--- config.mk ---
export PLATFORM = sky130hd
export DESIGN_NAME = exp_golomb_bit_writer_core_flat
export DESIGN_NICKNAME = d
export VERILOG_FILES = /design/src/rtl/egbw_pkg.sv /design/src/rtl/egbw_if.sv /design/src/rtl/exp_golomb_bit_writer_core.sv /design/src/flat_wrapper.sv
export SDC_FILE = /design/constraint.sdc
export NUM_CORES = 1
export LEC_CHECK = 0
export BUFFER_PORTS_ARGS = -buffer_cell sky130_fd_sc_hd__buf_2
export CORE_MARGIN = 1
export CORE_UTILIZATION = 50
export DETAILED_ROUTE_END_ITERATION = 8
export PLACE_DENSITY = 0.66
export SLEW_MARGIN = 0
export SYNTH_ARGS = -nofsm -noshare
export SYNTH_HDL_FRONTEND = slang
export SYNTH_SLANG_ARGS = --single-unit
--- constraint.sdc ---
create_clock -name clk -period 28.8 [get_ports clk]
set_input_delay 5.76 -clock clk [delete_from_list [all_inputs] [get_ports clk]]
set_output_delay 5.76 -clock clk [all_outputs]
set_load 0.005 [all_outputs]
--- src/rtl/egbw_pkg.sv ---
// ----------------------------------------------------------------------------
// egbw_pkg: shared types and constants for the Exp-Golomb bit writer
// Operation codes, field widths and saturation limits used by the channel
// interfaces and the core.
// ----------------------------------------------------------------------------
package egbw_pkg;

  localparam int MAX_FIXED_BITS = 32;
  localparam int BYTE_W         = 8;
  localparam int MAX_BYTES      = 4;
  localparam int VALUE_W        = 33;
  localparam int BIT_COUNT_W    = 6;
  localparam int CODE_NUM_W     = 16;
  // Widest pending-plus-codeword word, rounded up to whole bytes
  localparam int ACC_W          = MAX_FIXED_BITS + BYTE_W;
  localparam int PEND_W         = 3;
  localparam int LEN_W          = 6;
  localparam int CNT_W          = 3;

  typedef logic [1:0] op_t;

  localparam op_t OP_UE    = 2'd0;
  localparam op_t OP_SE    = 2'd1;
  localparam op_t OP_FIXED = 2'd2;
  localparam op_t OP_NONE  = 2'd3;

  typedef logic signed [VALUE_W-1:0] value_t;
  typedef logic [BIT_COUNT_W-1:0]    bit_count_t;
  typedef logic [BYTE_W-1:0]         byte_t;

  localparam value_t     UE_MAX    = 33'sd65534;
  localparam value_t     SE_MAX    = 33'sd32767;
  localparam bit_count_t FIXED_MAX = BIT_COUNT_W'(MAX_FIXED_BITS);

endpackage

--- src/rtl/egbw_if.sv ---
// ----------------------------------------------------------------------------
// egbw_if: valid/ready channels of the Exp-Golomb bit writer
// egbw_elem_if carries one syntax element, egbw_byte_if one stream byte.
// ----------------------------------------------------------------------------
interface egbw_elem_if;
  logic                  valid;
  logic                  ready;
  egbw_pkg::op_t         operation;
  egbw_pkg::value_t      value;
  egbw_pkg::bit_count_t  bit_count;

  modport source (output valid, output operation, output value, output bit_count,
                  input ready);
  modport sink   (input valid, input operation, input value, input bit_count,
                  output ready);
endinterface

interface egbw_byte_if;
  logic             valid;
  logic             ready;
  egbw_pkg::byte_t  out_byte;
  logic             last_in_run;

  modport source (output valid, output out_byte, output last_in_run, input ready);
  modport sink   (input valid, input out_byte, input last_in_run, output ready);
endinterface

--- src/rtl/exp_golomb_bit_writer_core.sv ---
// ----------------------------------------------------------------------------
// exp_golomb_bit_writer_core: ue(v) / se(v) / u(n) codeword bit packer
// Forms one codeword per syntax element, appends it MSB-first to the
// pending partial byte and emits every completed byte in stream order.
//
//   channel  direction  payload                          handshake
//   elem     in         operation, value, bit_count      valid / ready
//   stream   out        out_byte, last_in_run            valid / ready
//
// An element is taken into an input register, where it is coded and packed,
// and its completed bytes (0 to 4) land in a byte buffer that drains one
// byte per cycle while stream.ready is high. One element can enter every
// cycle while the buffer can take its bytes: when it is empty or handing
// over its last byte. Elements that complete no byte never wait on the buffer.
// Synchronous reset clears the pending bits and empties both registers.
// A stalled stream holds the buffer; an element that completes bytes then
// waits in the input register and elem.ready drops.
// ----------------------------------------------------------------------------
module exp_golomb_bit_writer_core (
  input  logic                clk,
  input  logic                rst,
  egbw_elem_if.sink           elem,
  egbw_byte_if.source         stream
);

  // Input register
  logic                                  in_vld;
  egbw_pkg::op_t                         op_r;
  egbw_pkg::value_t                      val_r;
  egbw_pkg::bit_count_t                  bc_r;

  // Bit packing state
  logic [egbw_pkg::PEND_W-1:0]           pend;
  logic [egbw_pkg::BYTE_W-2:0]           partial;

  // Byte buffer, entry MAX_BYTES-1 goes out first
  logic [egbw_pkg::MAX_BYTES-1:0][egbw_pkg::BYTE_W-1:0] bytes_q;
  logic [egbw_pkg::CNT_W-1:0]            rem;

  // Coding datapath
  logic [egbw_pkg::CODE_NUM_W-1:0]       code_num;
  logic [egbw_pkg::CODE_NUM_W-1:0]       m;
  logic [egbw_pkg::CODE_NUM_W-1:0]       se_mag;
  egbw_pkg::value_t                      se_clip;
  logic [3:0]                            lead;
  logic [egbw_pkg::MAX_FIXED_BITS-1:0]   code;
  logic [egbw_pkg::LEN_W-1:0]            len;
  egbw_pkg::bit_count_t                  fix_len;
  logic [egbw_pkg::LEN_W-1:0]            total;
  logic [egbw_pkg::ACC_W-1:0]            acc;
  logic [egbw_pkg::ACC_W-1:0]            aligned;
  logic [egbw_pkg::BYTE_W-2:0]           pend_mask;
  logic [egbw_pkg::BYTE_W-2:0]           keep_mask;
  logic [egbw_pkg::CNT_W-1:0]            nbytes;
  logic                                  take;
  logic                                  buf_free;
  logic                                  advance;

  always_comb begin
    code_num = '0;
    se_clip  = '0;
    se_mag   = '0;
    fix_len  = '0;
    code     = '0;
    len      = '0;

    // ue(v): clamp into 0..UE_MAX
    if (val_r < 0) begin
      code_num = '0;
    end else if (val_r > egbw_pkg::UE_MAX) begin
      code_num = egbw_pkg::CODE_NUM_W'(egbw_pkg::UE_MAX);
    end else begin
      code_num = val_r[egbw_pkg::CODE_NUM_W-1:0];
    end

    // se(v): clamp, then positive v -> 2v-1, non-positive v -> -2v
    if (op_r == egbw_pkg::OP_SE) begin
      if (val_r > egbw_pkg::SE_MAX) begin
        se_clip = egbw_pkg::SE_MAX;
      end else if (val_r < -egbw_pkg::SE_MAX) begin
        se_clip = -egbw_pkg::SE_MAX;
      end else begin
        se_clip = val_r;
      end
      if (se_clip > 0) begin
        se_mag   = se_clip[egbw_pkg::CODE_NUM_W-1:0];
        code_num = {se_mag[egbw_pkg::CODE_NUM_W-2:0], 1'b0} - 16'd1;
      end else begin
        se_mag   = egbw_pkg::CODE_NUM_W'(-se_clip);
        code_num = {se_mag[egbw_pkg::CODE_NUM_W-2:0], 1'b0};
      end
    end

    m = code_num + 16'd1;

    // Position of the leading one of codeNum + 1
    lead = '0;
    for (int k = 0; k < egbw_pkg::CODE_NUM_W; k++) begin
      if (m[k]) begin
        lead = 4'(k);
      end
    end

    if (bc_r > egbw_pkg::FIXED_MAX) begin
      fix_len = egbw_pkg::FIXED_MAX;
    end else begin
      fix_len = bc_r;
    end

    case (op_r)
      egbw_pkg::OP_UE, egbw_pkg::OP_SE: begin
        code = {16'd0, m};
        len  = {1'b0, lead, 1'b1};
      end
      egbw_pkg::OP_FIXED: begin
        len = fix_len;
        if (fix_len == '0) begin
          code = '0;
        end else begin
          code = val_r[egbw_pkg::MAX_FIXED_BITS-1:0] &
                 (32'hFFFF_FFFF >> (6'd32 - fix_len));
        end
      end
      default: begin
        // unknown operation: write nothing
        code = '0;
        len  = '0;
      end
    endcase
  end

  always_comb begin
    pend_mask = 7'((8'd1 << pend) - 8'd1);
    total     = egbw_pkg::LEN_W'(pend) + len;
    acc       = ({33'd0, partial & pend_mask} << len) |
                {8'd0, code};
    // Move the first pending bit to the top of the word
    aligned   = acc << (6'd40 - total);
    nbytes    = total[egbw_pkg::LEN_W-1:egbw_pkg::PEND_W];
    keep_mask = 7'((8'd1 << total[egbw_pkg::PEND_W-1:0]) - 8'd1);
  end

  assign take     = stream.valid && stream.ready;
  assign buf_free = (rem == '0) || ((rem == 3'd1) && stream.ready);
  assign advance  = in_vld && ((nbytes == '0) || buf_free);

  assign elem.ready         = !in_vld || advance;
  assign stream.valid       = (rem != '0);
  assign stream.out_byte    = bytes_q[egbw_pkg::MAX_BYTES-1];
  assign stream.last_in_run = (rem == 3'd1);

  always_ff @(posedge clk) begin
    if (rst) begin
      in_vld <= 1'b0;
    end else if (elem.ready) begin
      in_vld <= elem.valid;
    end
  end

  always_ff @(posedge clk) begin
    if (elem.valid && elem.ready) begin
      op_r  <= elem.operation;
      val_r <= elem.value;
      bc_r  <= elem.bit_count;
    end
  end

  always_ff @(posedge clk) begin
    if (rst) begin
      pend    <= '0;
      partial <= '0;
    end else if (advance) begin
      pend    <= total[egbw_pkg::PEND_W-1:0];
      partial <= acc[egbw_pkg::BYTE_W-2:0] & keep_mask;
    end
  end

  always_ff @(posedge clk) begin
    if (rst) begin
      rem <= '0;
    end else if (advance && (nbytes != '0)) begin
      rem <= nbytes;
    end else if (take) begin
      rem <= rem - 3'd1;
    end
  end

  // Load the completed bytes, or advance to the next one per transaction
  always_ff @(posedge clk) begin
    if (advance && (nbytes != '0)) begin
      bytes_q <= aligned[egbw_pkg::ACC_W-1:egbw_pkg::BYTE_W];
    end else if (take) begin
      bytes_q <= {bytes_q[egbw_pkg::MAX_BYTES-2:0], 8'd0};
    end
  end

endmodule

--- src/flat_wrapper.sv ---
// flat-port wrapper written by rule: the top's interface ports become plain ports
module exp_golomb_bit_writer_core_flat 
  (clk, rst, elem_valid, elem_operation, elem_value, elem_bit_count, elem_ready, stream_valid, stream_out_byte, stream_last_in_run, stream_ready);
  egbw_elem_if elem_i ();
  egbw_byte_if stream_i ();
  input  logic clk;
  input  logic rst;
  input wire logic [$bits(elem_i.valid)-1:0] elem_valid;
  input wire logic [$bits(elem_i.operation)-1:0] elem_operation;
  input wire logic [$bits(elem_i.value)-1:0] elem_value;
  input wire logic [$bits(elem_i.bit_count)-1:0] elem_bit_count;
  output wire logic [$bits(elem_i.ready)-1:0] elem_ready;
  output wire logic [$bits(stream_i.valid)-1:0] stream_valid;
  output wire logic [$bits(stream_i.out_byte)-1:0] stream_out_byte;
  output wire logic [$bits(stream_i.last_in_run)-1:0] stream_last_in_run;
  input wire logic [$bits(stream_i.ready)-1:0] stream_ready;
  assign elem_i.valid = elem_valid;
  assign elem_i.operation = elem_operation;
  assign elem_i.value = elem_value;
  assign elem_i.bit_count = elem_bit_count;
  assign elem_ready = elem_i.ready;
  assign stream_valid = stream_i.valid;
  assign stream_out_byte = stream_i.out_byte;
  assign stream_last_in_run = stream_i.last_in_run;
  assign stream_i.ready = stream_ready;
  exp_golomb_bit_writer_core u_core (.clk(clk), .rst(rst), .elem(elem_i), .stream(stream_i));
endmodule
==> results list <==
- Result of the run: finished clean
- The design draws between 1 and 1.5 mW.
- Number of buffers inserted for hold repair after clock tree synthesis: 0
* Post-DR wirelength/cell: roughly 25 µm
- The floorplan has 52 rows.
- Global routing used between 30% and 40% of the available tracks across all layers.
- For the worst setup path, the data required time is approximately 23000 ps.
- Die footprint: between 20000 and 25000 µm²
* Largest net degree at the start of global routing: 50
- Remaining routing DRC violations: 0
- Post-synthesis instance area: 10300 µm²
- In this run the remaining antenna-violating nets after routing total 0.
- Global routing consumed, on the met3 layer, roughly 7.7% of the routing resources.
* Power per standard cell area: ~110 nW/µm²
- Placed inst area: 10700 µm²
- Static timing analysis puts the maximum clock frequency at between 0.06 and 0.07 GHz.
- Post-Synth Adder-Cell Area: 2.60%
- Share of synthesized cell area in and, or, nand and nor gates: around a quarter
- By area, the combinational part of the netlist is dominated by compound AO/OA/AOI/OAI gates.
- Slew @ Worst Pin: between 1000 and 1500 ps
* Unrepaired setup endpoints after global routing: false
- Final core area utilization: a little over half
* Floorplan die height: ~150 µm
* HPWL after detailed placement: about 30000 µm
- Setup violations remaining at the end of the flow were counted as 0.
- Post-CTS timing repair inserted 0 buffers for setup.
- The initial antenna violation count came to 0.
- Depth of the CTS H-tree: 3
- By instance count, the cell type seen most on the critical path is sky130_fd_sc_hd__ha_1.
- The finished cells cover between 10000 and 15000 µm².
* Leakage power of the design: around 3.8 nW
- Synthesis produced a netlist whose cell count is between 1000 and 1500.
- Post-synthesis sequential area ratio: 24.0%
- Worst-skew pair later-pin latency: about 360 ps
- Dividing the synthesized area by the synthesized cell count gives between 8 and 9 µm².
* Count of buffers from port buffering: 55
* TritonCTS buffer count: 9
- The region available for standard cell placement spans around 20000 µm².
* Worst Path Class, Setup: reg2out
- The number of hold violations in the final report is 0.
* First-pass GRT wire length: about 60000 µm
- Maximum net fanout on the critical path: 26
- The die is 146 µm wide.
- When the netlist entered floorplanning its net count stood at 1348.
- Average via count per standard cell: a little over 7
- Top-level I/O count: between 50 and 60
* Setup crit start kind: flip-flop
- Synthesis inferred 87 register bits.
- Global placement routability congestion: around 1
- Arrival time of data at the critical path endpoint: just under 10000 ps
- After global routing the overflow that remains totals 0.
- Drt first-iter violations: ~1800
- For this run, global-route usage on met2 was measured as around half.
- Final total negative setup slack: 0 ps
- The synthesized netlist devotes around 2.7% of its cell area to XOR and XNOR gates.
* Top-count cell post-synth: sky130_fd_sc_hd__nand2_1
- Synth Warn #: 0
- The number of pins exceeding their max-slew limit in the final report came to 0.
- Aggregate routed wire length: roughly 40000 µm
- IR analysis of the VDD net gives a maximum drop of roughly 0.074 mV.
* Slowest stage delay, CP: approximately 700 ps
* Worst slew margin relative to its limit: a little over a fifth
- Between clock sinks in the finished design, the worst skew comes to roughly 10 ps.
- FFs w/ async S/R, synth: 0%
- Sorting the synthesized cells by area gives the leading types as sky130_fd_sc_hd__edfxtp_1 (21%), sky130_fd_sc_hd__a21oi_1 (4.5%), sky130_fd_sc_hd__nand2_1 (4.5%).
- By count the netlist is led by sky130_fd_sc_hd__nand2_1 (124), sky130_fd_sc_hd__nor2_1 (123), sky130_fd_sc_hd__a21oi_1 (93), sky130_fd_sc_hd__edfxtp_1 (73), sky130_fd_sc_hd__o21ai_0 (57).
- CP Capture Type: output port
- The min-delay analysis places its worst path in the category reg2reg.
- Cells with a size suffix above 1 make up 14.6% of the layout.
- Clock slew at reported path FFs: ~70 ps
- Number of buffers on the longest clock path: 2
* TritonCTS clock tree: yes
- Gates resized during post-CTS repair numbered 0.
- Post-synthesis mux area share: around 7.9%
* Via count: 11200
- Most congested layer reported by global routing: met1
* CTS root buffer: sky130_fd_sc_hd__clkbuf_16
- Yosys mapped a number of flops with a built-in enable equal to 73.
- The final layout contains between 1000 and 1500 nets.
- Via count of the first global-routing pass: between 10000 and 15000
- Initial cell density of the core: 50.9%
* Count of TritonRoute iterations in the first routing pass: 5
- Register-to-register path setup slack: roughly 17000 ps
- Fraction of the mapped netlist area in compound gates: around a third
- Count of different cell masters after synthesis: around 100
* Post-layout min period: 15620 ps
- Cell with the largest stage delay on the worst path: sky130_fd_sc_hd__a21oi_1
* Max-capacitance violation count: 0
- The clock net in this run drives a total of 87 sinks.
* Top FF cell, synth: sky130_fd_sc_hd__edfxtp_1
- Met1 capacity usage during global routing: a little over half
- The worst path uses around 54% of the clock period.
- After synthesis, the largest area contributor takes up between 20% and 30% of total cell area.
- The area growth from synthesis to layout is 6.53%.
* Final-layout worst hold slack: roughly 470 ps
- The largest total area in the synthesized netlist belongs to sky130_fd_sc_hd__edfxtp_1.
==> metrics by stage <==
| stage | std cells | setup slack (ps) |
|---|---|---|
| final | 1555 | 13180 |
| after global routing | 1554 | 12320 |
| after CTS | 1554 | 13430 |
| after detailed placement | 1538 | 13910 |
| after global placement | 1538 | 14140 |
| after floorplan | 1283 | 15470 |
==> layout make-up <==
type | instances | area [µm²]
Antenna cell | 1 | 2.50
Clock buffer | 9 | 225
Clock inverter | 7 | 56.3
Fill cell | 1908 | 9260
Inverter | 31 | 116
Multi-Input combinational cell | 1071 | 7310
Sequential cell | 87 | 2470
Tap cell | 270 | 338
Timing Repair Buffer | 79 | 455
==> path summary, 6_finish.rpt <==
path	start	endpoint	cells after the start
setup / recovery	u_core.val_r[15]	elem_ready	29
hold / removal	u_core.partial[1]	u_core.partial[1]	2
setup reg to reg	u_core.val_r[15]	u_core.stream.out_byte[0]	36
hold reg to reg	u_core.partial[1]	u_core.partial[1]	2
==> routing by layer <==
layer  part of all wire (%)  wire length [µm]
met5                      0                 0
met4                    3.3              1280
met2                     41             15900
met3                     11              4260
met1                     45             17500
==> kinds of logic (layout without fill, tap and decap cells) <==
group	Yosys count	count (layout)
DFF	87	87
adders and majority gates	21	21
and+or+nand+nor	500	500
buffers and inverters	125	126
other	0	1
muxes	63	63
xor gates and xnor gates	32	32
AOI/OAI and AO/OA	455	455
==> layout by cell type, fill, tap and decap left out, drive strengths merged, types with 19 or more instances in the layout <==
master,synthesis,layout
nor4,35,35
xnor2,24,24
nand3,36,36
o211ai,20,20
mux2i,36,36
o21ai,76,76
inv,27,29
nand2,125,125
nor3,52,52
a31oi,20,20
a211oi,25,25
nor2b,20,20
a22oi,23,23
a21oi,94,94
nor2,125,125
o31ai,22,22
buf,41,79
ha,19,19
edfxtp,73,73
==> worst max-delay path, delay by kind of cell, from the launching register on <==
kind                       cells  cell delay [ps]
and+or+nand+nor               14             3710
AOI/OAI and AO/OA              7             2540
xor gates and xnor gates       1              480
adders and majority gates      4             1350
DFF                            1              690
buffers and inverters          3              720
==> report_power, final <==
group | switching [mW] | internal (mW) | leakage, nW
sequential | 0.0284 | 0.190 | 0.823
clock | 0.0576 | 0.0595 | 0.132
combinational | 0.601 | 0.318 | 2.84
==> registers in the layout (all words and copies together), names as in the netlist <==
register / count
u_core.bc_r: 6
u_core.bytes_q: 24
u_core.in_vld: 1
u_core.op_r: 2
u_core.partial: 7
u_core.pend: 3
u_core.rem: 3
u_core.stream.out_byte: 8
u_core.val_r: 33
Power figures use the tool's default switching activity.
